[src/sv/pct_pkg.sv]
`timescale 1ns / 1ps

package pct_pkg;

	localparam logic [7:0] PCT_CHAR   = 8'h25;
	localparam logic [7:0] CHAR_ZERO  = 8'h30;
	localparam logic [7:0] CHAR_UPPER = 8'h41;
	localparam logic [7:0] CASE_BIT   = 8'h20;
	localparam logic [7:0] HEX_LETTER_OFFSET = 8'd10;
	localparam int unsigned NIBBLE_BITS = 4;
	localparam int unsigned MAX_BEATS = 3;

	// One queued command: up to three output bytes produced by one input byte.
	typedef struct packed {
		logic [1:0]                 count;
		logic                       last;
		logic [MAX_BEATS-1:0][7:0]  data;
	} pct_cmd_t;

	function automatic logic is_hex(input logic [7:0] c);
		logic lc;
		begin
			lc = ((c | CASE_BIT) >= 8'h61) && ((c | CASE_BIT) <= 8'h66);
			is_hex = ((c >= 8'h30) && (c <= 8'h39)) || lc;
		end
	endfunction

	function automatic logic [NIBBLE_BITS-1:0] hex_value(input logic [7:0] c);
		logic [7:0] t;
		begin
			if (c < CHAR_UPPER) begin
				t = c - CHAR_ZERO;
			end else begin
				t = (c & ~CASE_BIT) - CHAR_UPPER + HEX_LETTER_OFFSET;
			end
			hex_value = t[NIBBLE_BITS-1:0];
		end
	endfunction

endpackage

[src/sv/pct_in_if.sv]
`timescale 1ns / 1ps

interface pct_in_if;
	logic       valid;
	logic       ready;
	logic [7:0] in_byte;
	logic       in_last;

	modport source (output valid, output in_byte, output in_last, input ready);
	modport sink (input valid, input in_byte, input in_last, output ready);
endinterface

[src/sv/pct_out_if.sv]
`timescale 1ns / 1ps

interface pct_out_if;
	logic       valid;
	logic       ready;
	logic [7:0] out_byte;
	logic       out_last;

	modport source (output valid, output out_byte, output out_last, input ready);
	modport sink (input valid, input out_byte, input out_last, output ready);
endinterface

[src/sv/pct_front.sv]
`timescale 1ns / 1ps

module pct_front
	import pct_pkg::*;
(
	input  logic     clk,
	input  logic     arst_n,
	pct_in_if.sink   enc,
	input  logic     full,
	output logic     push,
	output pct_cmd_t push_cmd
);

	typedef enum logic [1:0] {
		HOLD_NONE,
		HOLD_PCT,
		HOLD_DIGIT
	} hold_t;

	hold_t      hold_q;
	logic [7:0] digit_q;

	hold_t      hold_d;
	logic [7:0] digit_d;
	logic       fresh;
	logic [1:0] n;
	logic [7:0] value;
	logic       accept;

	assign enc.ready = !full;
	assign accept    = enc.valid && enc.ready;

	always_comb begin
		hold_d        = HOLD_NONE;
		digit_d       = digit_q;
		fresh         = 1'b0;
		n             = 2'd0;
		value         = {hex_value(digit_q), hex_value(enc.in_byte)};
		push_cmd.data = '0;
		push_cmd.last = enc.in_last;
		unique case (hold_q)
			HOLD_PCT: begin
				if (is_hex(enc.in_byte) && !enc.in_last) begin
					hold_d  = HOLD_DIGIT;
					digit_d = enc.in_byte;
				end else begin
					push_cmd.data[0] = PCT_CHAR;
					n                = 2'd1;
					fresh            = 1'b1;
				end
			end
			HOLD_DIGIT: begin
				if (is_hex(enc.in_byte) && (value != 8'd0)) begin
					push_cmd.data[0] = value;
					n                = 2'd1;
				end else begin
					push_cmd.data[0] = PCT_CHAR;
					push_cmd.data[1] = digit_q;
					n                = 2'd2;
					fresh            = 1'b1;
				end
			end
			default: begin
				fresh = 1'b1;
			end
		endcase
		if (fresh) begin
			if ((enc.in_byte == PCT_CHAR) && !enc.in_last) begin
				hold_d = HOLD_PCT;
			end else begin
				push_cmd.data[n] = enc.in_byte;
				n                = n + 2'd1;
			end
		end
		push_cmd.count = n;
		push           = accept && (n != 2'd0);
	end

	always_ff @(posedge clk or negedge arst_n) begin
		if (!arst_n) begin
			hold_q <= HOLD_NONE;
		end else if (accept) begin
			hold_q <= hold_d;
		end
	end

	always_ff @(posedge clk) begin
		if (accept) begin
			digit_q <= digit_d;
		end
	end

	a_last_clears_hold: assert property (@(posedge clk) disable iff (!arst_n)
		accept && enc.in_last |=> hold_q == HOLD_NONE)
		else $error("held bytes survived the final byte of a string");

	a_last_emits: assert property (@(posedge clk) disable iff (!arst_n)
		accept && enc.in_last |-> push)
		else $error("final byte produced no output");

	a_no_push_full: assert property (@(posedge clk) disable iff (!arst_n)
		push |-> !full)
		else $error("command pushed into a full queue");

endmodule

[src/sv/pct_queue.sv]
`timescale 1ns / 1ps

module pct_queue
	import pct_pkg::*;
#(
	parameter int unsigned DEPTH = 4
) (
	input  logic     clk,
	input  logic     arst_n,
	input  logic     push,
	input  pct_cmd_t push_cmd,
	input  logic     pop,
	output logic     full,
	output logic     head_valid,
	output pct_cmd_t head_cmd
);

	localparam int unsigned PTR_W = (DEPTH > 1) ? $clog2(DEPTH) : 1;
	localparam int unsigned CNT_W = $clog2(DEPTH + 1);
	localparam logic [PTR_W-1:0] LAST_PTR = PTR_W'(DEPTH - 1);
	localparam logic [CNT_W-1:0] DEPTH_CNT = CNT_W'(DEPTH);

	pct_cmd_t         mem_q [DEPTH];
	logic [PTR_W-1:0] wr_ptr_q;
	logic [PTR_W-1:0] rd_ptr_q;
	logic [CNT_W-1:0] count_q;

	assign full       = (count_q == DEPTH_CNT);
	assign head_valid = (count_q != '0);
	assign head_cmd   = mem_q[rd_ptr_q];

	always_ff @(posedge clk or negedge arst_n) begin
		if (!arst_n) begin
			wr_ptr_q <= '0;
			rd_ptr_q <= '0;
			count_q  <= '0;
		end else begin
			if (push) begin
				wr_ptr_q <= (wr_ptr_q == LAST_PTR) ? '0 : wr_ptr_q + 1'b1;
			end
			if (pop) begin
				rd_ptr_q <= (rd_ptr_q == LAST_PTR) ? '0 : rd_ptr_q + 1'b1;
			end
			if (push && !pop) begin
				count_q <= count_q + 1'b1;
			end else if (pop && !push) begin
				count_q <= count_q - 1'b1;
			end
		end
	end

	always_ff @(posedge clk) begin
		if (push) begin
			mem_q[wr_ptr_q] <= push_cmd;
		end
	end

endmodule

[src/sv/pct_back.sv]
`timescale 1ns / 1ps

module pct_back
	import pct_pkg::*;
(
	input  logic     clk,
	input  logic     arst_n,
	input  logic     head_valid,
	input  pct_cmd_t head_cmd,
	output logic     pop,
	pct_out_if.source dec
);

	logic [1:0] idx_q;
	logic       out_valid_q;
	logic [7:0] out_byte_q;
	logic       out_last_q;

	logic       load;
	logic       final_beat;

	assign dec.valid    = out_valid_q;
	assign dec.out_byte = out_byte_q;
	assign dec.out_last = out_last_q;

	assign load       = head_valid && (!out_valid_q || dec.ready);
	assign final_beat = (idx_q == (head_cmd.count - 2'd1));
	assign pop        = load && final_beat;

	always_ff @(posedge clk or negedge arst_n) begin
		if (!arst_n) begin
			idx_q       <= '0;
			out_valid_q <= 1'b0;
		end else begin
			if (load) begin
				out_valid_q <= 1'b1;
				idx_q       <= final_beat ? 2'd0 : idx_q + 2'd1;
			end else if (dec.ready) begin
				out_valid_q <= 1'b0;
			end
		end
	end

	always_ff @(posedge clk) begin
		if (load) begin
			out_byte_q <= head_cmd.data[idx_q];
			out_last_q <= head_cmd.last && final_beat;
		end
	end

	a_idx_in_range: assert property (@(posedge clk) disable iff (!arst_n)
		head_valid |-> idx_q < head_cmd.count)
		else $error("beat index ran past the queued command");

	a_idle_idx: assert property (@(posedge clk) disable iff (!arst_n)
		!head_valid |-> idx_q == 2'd0)
		else $error("beat index left nonzero with an empty queue");

	a_pop_loads: assert property (@(posedge clk) disable iff (!arst_n)
		pop |=> out_valid_q)
		else $error("command retired without driving a beat");

endmodule

[src/sv/percent_decoder_unit.sv]
`timescale 1ns / 1ps

// URL percent decoder. Encoded text enters on enc one byte per beat, with
// in_last set on the final byte of a string, and decoded bytes leave on dec
// with out_last set on the final decoded byte. A '%' followed by two hex
// digits of either case becomes one byte; "%00" and any '%' not followed by
// two hex digits pass through literally, and bytes still held when a string
// ends are flushed literally. The block takes one input byte per clock cycle
// as long as its command queue has room. Each input byte makes zero to three
// output bytes; the output side sends one byte per cycle while dec is ready,
// so a run of input bytes that each expand to several outputs fills the
// QUEUE_DEPTH-entry queue and then stalls the input. An accepted byte's
// output passes through the command queue and then the output register
// before it reaches dec.

module percent_decoder_unit
	import pct_pkg::*;
#(
	parameter int unsigned QUEUE_DEPTH = 4
) (
	input  logic      clk,
	input  logic      arst_n,
	pct_in_if.sink    enc,
	pct_out_if.source dec
);

	// The front end tracks the pending escape and turns each input byte that
	// releases bytes into a command holding them.
	logic     push;
	pct_cmd_t push_cmd;
	logic     full;

	// The back end walks each command one output beat at a time.
	logic     pop;
	logic     head_valid;
	pct_cmd_t head_cmd;

	pct_front u_front (
		.clk      (clk),
		.arst_n   (arst_n),
		.enc      (enc),
		.full     (full),
		.push     (push),
		.push_cmd (push_cmd)
	);

	pct_queue #(
		.DEPTH (QUEUE_DEPTH)
	) u_queue (
		.clk        (clk),
		.arst_n     (arst_n),
		.push       (push),
		.push_cmd   (push_cmd),
		.pop        (pop),
		.full       (full),
		.head_valid (head_valid),
		.head_cmd   (head_cmd)
	);

	pct_back u_back (
		.clk        (clk),
		.arst_n     (arst_n),
		.head_valid (head_valid),
		.head_cmd   (head_cmd),
		.pop        (pop),
		.dec        (dec)
	);

endmodule

[src/flat_wrapper.sv]
// flat-port wrapper written by rule: the top's interface ports become plain ports
module percent_decoder_unit_flat import pct_pkg::*;
#(
	parameter int unsigned QUEUE_DEPTH = 4
)
  (clk, arst_n, enc_valid, enc_in_byte, enc_in_last, enc_ready, dec_valid, dec_out_byte, dec_out_last, dec_ready);
  pct_in_if enc_i ();
  pct_out_if dec_i ();
  input  logic clk;
  input  logic arst_n;
  input wire logic [$bits(enc_i.valid)-1:0] enc_valid;
  input wire logic [$bits(enc_i.in_byte)-1:0] enc_in_byte;
  input wire logic [$bits(enc_i.in_last)-1:0] enc_in_last;
  output wire logic [$bits(enc_i.ready)-1:0] enc_ready;
  output wire logic [$bits(dec_i.valid)-1:0] dec_valid;
  output wire logic [$bits(dec_i.out_byte)-1:0] dec_out_byte;
  output wire logic [$bits(dec_i.out_last)-1:0] dec_out_last;
  input wire logic [$bits(dec_i.ready)-1:0] dec_ready;
  assign enc_i.valid = enc_valid;
  assign enc_i.in_byte = enc_in_byte;
  assign enc_i.in_last = enc_in_last;
  assign enc_ready = enc_i.ready;
  assign dec_valid = dec_i.valid;
  assign dec_out_byte = dec_i.out_byte;
  assign dec_out_last = dec_i.out_last;
  assign dec_i.ready = dec_ready;
  percent_decoder_unit #(.QUEUE_DEPTH(QUEUE_DEPTH)) u_core (.clk(clk), .arst_n(arst_n), .enc(enc_i), .dec(dec_i));
endmodule
[config.mk]
export PLATFORM = sky130hd
export DESIGN_NAME = percent_decoder_unit_flat
export DESIGN_NICKNAME = d
export VERILOG_FILES = /design/src/sv/pct_pkg.sv /design/src/sv/pct_in_if.sv /design/src/sv/pct_out_if.sv /design/src/sv/pct_front.sv /design/src/sv/pct_queue.sv /design/src/sv/pct_back.sv /design/src/sv/percent_decoder_unit.sv /design/src/flat_wrapper.sv
export SDC_FILE = /design/constraint.sdc
export NUM_CORES = 1
export LEC_CHECK = 0
export ABC_AREA = 1
export BUFFER_PORTS_ARGS = -buffer_cell sky130_fd_sc_hd__buf_2
export CELL_PAD_IN_SITES_DETAIL_PLACEMENT = 0
export CELL_PAD_IN_SITES_GLOBAL_PLACEMENT = 1
export CORE_ASPECT_RATIO = 1.4
export CORE_UTILIZATION = 45
export DETAILED_ROUTE_END_ITERATION = 7
export PLACE_DENSITY_LB_ADDON = 0.12
export SKIP_LAST_GASP = 1
export SYNTH_ARGS = -nofsm -noshare
export SYNTH_HDL_FRONTEND = slang
export SYNTH_HIERARCHICAL = 1
export SYNTH_SLANG_ARGS = --single-unit
[constraint.sdc]
create_clock -name clk -period 3.3 [get_ports clk]
set_input_delay 0.165 -clock clk [delete_from_list [all_inputs] [get_ports clk]]
set_output_delay 0.165 -clock clk [all_outputs]
set_load 0.02 [all_outputs]
======== Yosys cells after proc, flatten, opt, wreduce, memory -nomap -nowiden ========
Memories as Yosys holds them, arrays and structs flattened.
Index checks and enable logic that the tools add are counted.
storage, ports and cells
  ROM bits ................................ 0
  flip-flop bits (word level) ............. 29
  logic and storage cells ................. 100
  bits in latches ......................... 0
  memory bits (writable) .................. 108
  memories kept ........................... 1
  output and inout port bits .............. 11
memories
  name                  words  width  read ports  clocked after memory_dff  write ports  line             text
  u_core.u_queue.mem_q  4      27     1           0                         1            pct_queue.sv:23  pct_cmd_t mem_q [DEPTH];
operators by class
  multiply operators ...................... 0
  muxes and demuxes ....................... 35
  bitwise gates (word level) .............. 0
  shift-type cells ........................ 0
  add/sub/neg operators ................... 13
  eq/ne operators ......................... 7
  div/mod/pow operators ................... 0
  reduce and logical (&&, ||, !) cells .... 26
  $lt $le $gt $ge ......................... 9
operators by type and width
  operator                                                        count
  two-way mux 24 bit                                              2
  two-way mux 8 bit                                               5
  bitwise mux 24 bit                                              1
  two-way mux 2 bit                                               10
  binary-select mux 8 bit (select 2 bit)                          1
  demux 8 bit (select 2 bit)                                      1
  < comparator 8 x 7 -> 1 bit, second input constant              2
  one-hot mux 8 bit (2 select lines)                              1
  subtractor 4 x 1 -> 4 bit, second input constant                4
  logical AND 1 bit                                               13
  adder 2 x 1 -> 2 bit, second input constant                     4
  adder 4 bit, second input constant                              2
  equality test 8 x 6 -> 1 bit, second input constant             1
  >= comparator 8 x 6 -> 1 bit, second input constant             1
  >= comparator 8 x 7 -> 1 bit, second input constant             1
  less-or-equal comparator 8 x 6 -> 1 bit, second input constant  1
  less-or-equal comparator 8 x 7 -> 1 bit, second input constant  1
  two-way mux 4 bit                                               2
  nonzero test 8 bit                                              1
  two-way mux 1 bit                                               7
  equality test 2 bit, second input constant                      3
  < comparator 2 x 3 -> 1 bit, second input constant              2
  two-way mux 3 bit                                               2
  two-way mux 6 bit                                               1
  14 further kinds                                                21

======== Longest topological paths before layout ========
  depth in word-level cells ............... 16
  gate-level depth with buffers ........... 29
  depth with buffers taken out ............ 28

======== Cells and area by module ========
Netlist, hierarchy kept.
modules (own cells, without submodules)
  module     area an instance (µm²)  seq. area each (µm²)  instances  cells an instance
  pct_queue  4743.3                  3418.3                1          367
  pct_front  1281.2                  290.3                 1          205
  pct_back   669.4                   345.3                 1          79

======== Worst setup path after synthesis ========
No wires, ideal clock.
  kind .................................... register -> register
  start point ............................. reg u_core.u_front.digit_q[0]
  end point ............................... mem u_core/u_queue/mem_q[0][0] in the netlist's numbering, enable pin
  arrival ................................. 3.209 ns
  required time ........................... 2.918 ns
  stages on the path, launching flop included .. 22
  slack ................................... -0.291 ns
  path through ............................ edfxtp_1 inv_1 ha_1 nand3_1 nand2_1 nand3_1 nand2_1 nand2_1 nor2_1 nand2_1 nand2_1 nand2_2 buf_2 nor2_1 inv_1 ha_1 nand2_1 nand2_1 nand2_1 a21oi_1 nand2_1 inv_1
between the ends
  longest elaborated chain between the ends .. 14
  elaborated cells between the ends (all ways) .. 18
  those cells by class .................... add/sub (4); order compare (1); mux (9); reduce/logical (4)
RTL lines
  element                                      line                        text
  start: declaration                           pct_front.sv:21             logic [7:0] digit_q;
  start signal: assignment                     pct_front.sv:89             digit_q <= digit_d;
  subtractor 4 x 1 -> 4 bit                    pct_pkg.sv:34               t = (c & ~CASE_BIT) - CHAR_UPPER + HEX_LETTER_OFFSET;
  adder 4 bit                                  pct_pkg.sv:34
  two-way mux 4 bit (*)                        pct_pkg.sv:31               if (c < CHAR_UPPER) begin
  nonzero test 8 bit (*)                       pct_front.sv:53             if (is_hex(enc.in_byte) && (value != 8'd0)) begin
  logical AND 1 bit (*)                        pct_front.sv:53
  two-way mux 2 bit                            pct_front.sv:53
  one-hot mux 2 bit (2 select lines)           pct_front.sv:41             unique case (hold_q)
  adder 2 x 1 -> 2 bit                         pct_front.sv:72             n = n + 2'd1;
  two-way mux 2 bit                            pct_front.sv:68             if ((enc.in_byte == PCT_CHAR) && !enc.in_last) begin
  two-way mux 2 bit (*)                        pct_front.sv:67             if (fresh) begin
  nonzero test 2 bit (*)                       pct_front.sv:76             push = accept && (n != 2'd0);
  logical AND 1 bit (*)                        pct_front.sv:76
  via u_core.push                              percent_decoder_unit.sv:29  logic push;
  two-way mux 1 bit (*)                        pct_queue.sv:53             if (push) begin
  two-way mux 1 bit (implied by the code) (*)  pct_queue.sv:54             mem_q[wr_ptr_q] <= push_cmd;
  end: declaration                             pct_queue.sv:23
The timed path passes the listed nets; every way through them passes the cells marked *.

======== Final worst setup path ========
  start point ............................. reg u_core.u_front.digit_q[0]
  end point ............................... reg u_core.u_queue.count_q[2]
between the ends
  longest elaborated chain between the ends .. 15
  elaborated cells between the ends (all ways) .. 21
  those cells by class .................... add/sub (4); order compare (1); mux (8); reduce/logical (8)
RTL lines
  element                              line                        text
  subtractor 4 x 1 -> 4 bit            pct_pkg.sv:34
  adder 4 bit                          pct_pkg.sv:34
  two-way mux 4 bit (*)                pct_pkg.sv:31
  nonzero test 8 bit (*)               pct_front.sv:53
  logical AND 1 bit (*)                pct_front.sv:53
  two-way mux 2 bit                    pct_front.sv:53
  one-hot mux 2 bit (2 select lines)   pct_front.sv:41
  adder 2 x 1 -> 2 bit                 pct_front.sv:72
  two-way mux 2 bit                    pct_front.sv:68
  two-way mux 2 bit (*)                pct_front.sv:67
  nonzero test 2 bit (*)               pct_front.sv:76
  logical AND 1 bit (*)                pct_front.sv:76
  via u_core.push                      percent_decoder_unit.sv:29
  logical NOT 1 bit                    pct_queue.sv:46             end else if (pop && !push) begin
  logical AND 1 bit                    pct_queue.sv:46
  nonzero test 2 bit (no source line)  --
  end signal: assignment               pct_queue.sv:45             count_q <= count_q + 1'b1;
  end signal: assignment               pct_queue.sv:47             count_q <= count_q - 1'b1;
  end: declaration                     pct_queue.sv:26             logic [CNT_W-1:0] count_q;
Marks and branches as above.
A chain may end at the register's enable or synchronous reset.

==> results_dict.tcl <==
set metrics [dict create \
    area_delta_synth_final_pct 21.42 \
    critPathSlowestCell "edfxtp_1" \
    start_kind "flop" \
    max_freq_mhz 301.0 \
    die_area_mm2 0.01537 \
    syn_area_mm2 0.006694 \
    num_vias 4722 \
    synth_edf_count 125 \
    cts_buffers 17 \
    drtPass1Iterations 5 \
    track_usage 0.2094 \
    core_mm2 0.01451 \
    place_hpwl_um 10280 \
    async_reset_ff_frac 0.08759 \
    synth_top_cells_by_count "nand2_1, edfxtp_1, inv_1, o211ai_1, nand3_1" \
    clk_pin_slew_ps 60 \
    hold-worst-slack_ps 16.66 \
    worst_ep_required_time_ps 3610 \
    skew_ps 4.505 \
    diodes 0 \
    final.fill_count 1251 \
    setup_ws_ps -22.74 \
    path_cells "buf_6 > ha_2 > xnor2_2 > nand2_2 > nand2_1 > nand2_1 > nor2_1 > nand2_1 > nand2_2 > nand2_2 > nor2_4 > inv_2 > ha_4 > nand2_2 > nand2_2 > nand2_4 > a21oi_4 > ha_2 > inv_2 > fa_2 > nand2_2 > nand3_2 > nand2_1 > nand2_1" \
    chipHeight_um 146.3 \
    endpoint_kind "flop" \
    ys_ff_latch 137 \
    hold_violations 0 \
    violations "setup timing" \
    grt_max_degree 101 \
    multi_input_area_mm2 0.002216 \
    cts.sinks 137 \
    synth_cell_types 30 \
    synthesis.instances 651 \
    drtIter0Drc 275 \
    clockBufferDepth 2 \
    clock_latency_ps 420 \
    min_path_type "input port to flop" \
    cap_viol_max_count 0 \
    yosysWarnings 6 \
    yosysMostFrequentCell "nand2_1" \
    rsz0062_at_grt "yes" \
    detail_route.wl_per_cell_um 16.89 \
    start_util 0.4614 \
    worst_slew_pin_slew_ps 1035 \
    syn_area_per_cell_um2 10.28 \
    num_io_pins 24 \
    cts_tree "yes" \
    dpl_worst_slack_ps -80.98 \
    setup_viol 1 \
    synth_flop_cell "edfxtp_1" \
    post-synth-top-area-fraction 0.5607 \
    min_from "enc_in_last" \
    drive_gt1_frac 0.2274 \
    path_class "flop to flop" \
    antenna_found_initial 0 \
    viasPerCell 5.138 \
    syn_nets 682 \
    critPathLaunch "u_core/u_front/digit_q[0]$_DFFE_PP_" \
    reg2reg_slack_ps -20 \
    worstSetupEndpoint "u_core/u_queue/count_q[2]$_DFFE_PN0P_" \
    root_buffer "clkbuf_16" \
    fin_crit_sh 1.007 \
    synth_top_area_cell "edfxtp_1" \
    power_uw 6686 \
    port_buffers 23 \
    postRouteAntennaNets 0 \
    final_nets 748 \
    final-max-slew-violation-count 0 \
    gp_congestion 0.8717 \
    rr_endpoint "u_core/u_queue/count_q[2]$_DFFE_PN0P_" \
    overflow 0 \
    grt_pass1_vias 4598 \
    r2r-start "u_core/u_front/digit_q[0]$_DFFE_PP_" \
    regArea_mm2 0.004054 \
    seq_area_frac_synth 0.6056 \
    max_slew_margin 0.3102 \
    grt_pass1_wl_um 23630 \
    reg2reg_depth 24 \
    power_density_mw_per_mm2 822.6 \
    chipWidth_um 105.1 \
    min_period_ps 3323 \
    drcViolationCount 0 \
    path_max_fanout 3 \
    row_count 52 \
    power_leakage_uw 0.003453 \
    synth_area_leaders "edfxtp_1, nand2_1, inv_1, o211ai_1, dfrtp_1" \
    crit_arrival_ps 3630 \
    htreeDepth 4 \
    slowest_delay_ps 430 \
    status "finished with violations" \
    cp_common_cell "nand2_2" \
    finalWirelength_um 15530 \
    peakVddDrop_mv 0.8112 \
]
[layout make-up]
cell class                      count  area share
Clock buffer                       18     0.05280
Clock inverter                     14     0.02509
Inverter                          112     0.05357
Multi-Input combinational cell    378      0.2726
Sequential cell                   137      0.4988
Tap cell                          189     0.02909
Timing Repair Buffer               71     0.06804
[per-layer routing]
metal	GRT usage	routed length [um]	vias up
met2	0.3639	8099	108
met3	0.05268	555	31
met5	0	0	-
met4	0.1070	508	0
li1	-	-	2334
met1	0.2372	6361	2249
[report_power, final]
group / switching, uW / total, uW / internal, uW
clock: 693 / 2020 / 1330
sequential: 120 / 2450 / 2330
combinational: 1480 / 2210 / 734
[worst min path at each step]
stage,end,slack (ps),cells after the start
final,u_core/u_queue/mem_q[3][24]$_DFFE_PP_,20,1
after global routing,u_core/u_queue/mem_q[2][24]$_DFFE_PP_,4,1
after CTS,u_core/u_queue/mem_q[3][24]$_DFFE_PP_,0.4,1
after detailed placement,u_core/u_queue/count_q[1]$_DFFE_PN0P_,70,1
after global placement,u_core/u_queue/rd_ptr_q[0]$_DFFE_PN0P_,70,1
after floorplan,u_core/u_back/dec.valid$_DFFE_PN0P_,-130,0
[timing repair]
action | 4_1_cts | 5_1_grt
gates resized for setup | 0 | 37
pin swaps | 0 | 26
endpoints found under the hold margin | 12 | 0
hold buffers | 1 | 0
cloned | 0 | 1
buffers inserted | 1 | 13
endpoints found under the setup margin | 1 | 105
[per-stage QoR]
step	utilization	cell area, um^2	setup TNS (ps)	instances
6_report	0.5602	8128	-22.74	919
2_1_floorplan	-	6730	0	651
3_5_place_dp	0.4969	7209	-80.98	871
3_3_place_gp	0.4969	7209	0	871
5_1_grt	0.5602	8128	-8212	919
4_1_cts	0.5417	7860	0	905
[sequential cells by signal, summed over array words and instances, names as in the netlist]
| name | cells |
|---|---|
| u_core/u_front/digit_q | 8 |
| u_core/u_back/dec.out_last | 1 |
| u_core/u_queue/rd_ptr_q | 2 |
| u_core/u_queue/count_q | 3 |
| u_core/u_back/dec.valid | 1 |
| u_core/u_queue/wr_ptr_q | 2 |
| u_core/u_back/dec.out_byte | 8 |
| u_core/u_back/idx_q | 2 |
| u_core/u_front/hold_q | 2 |
| u_core/u_queue/mem_q | 108 |
[critical path, delay by kind of cell, from the launching register on]
| kind | cells | cell delay [ps] |
|---|---|---|
| flip-flops | 1 | 430 |
| adder cells (fa/ha/maj) | 4 | 1020 |
| AND/OR/NAND/NOR | 15 | 1160 |
| buffers and inverters | 3 | 260 |
| XOR/XNOR | 1 | 180 |
| AO/OA/AOI/OAI | 1 | 160 |
[cell usage in the layout (no fill, tap or decap), drive strengths merged]
cell type    Yosys  layout
a211oi           1       1
a21oi            6       6
buf             23      69
bufinv           0       5
clkbuf           1      19
clkinv           0       5
clkinvlp         0       8
dfrtp           12      12
dlygate4sd3      0       1
edfxtp         125     125
fa               1       1
ha              17      17
inv            112     108
nand2          167     167
nand3           45      45
nand3b           1       1
nand4            7       7
nor2            35      35
nor3             3       3
o211ai          54      54
o21ai           31      31
o31ai            8       8
xnor2            2       2
[kinds of logic after synthesis]
| kind of cell | after synthesis | synth area share |
|---|---|---|
| AO/OA/AOI/OAI | 100 | 0.1064 |
| XOR/XNOR | 2 | 0.002617 |
| adder cells (fa/ha/maj) | 18 | 0.03477 |
| buffers and inverters | 136 | 0.08673 |
| flip-flops | 137 | 0.6056 |
| AND/OR/NAND/NOR | 258 | 0.1639 |
(Power assumes the default switching activity.)
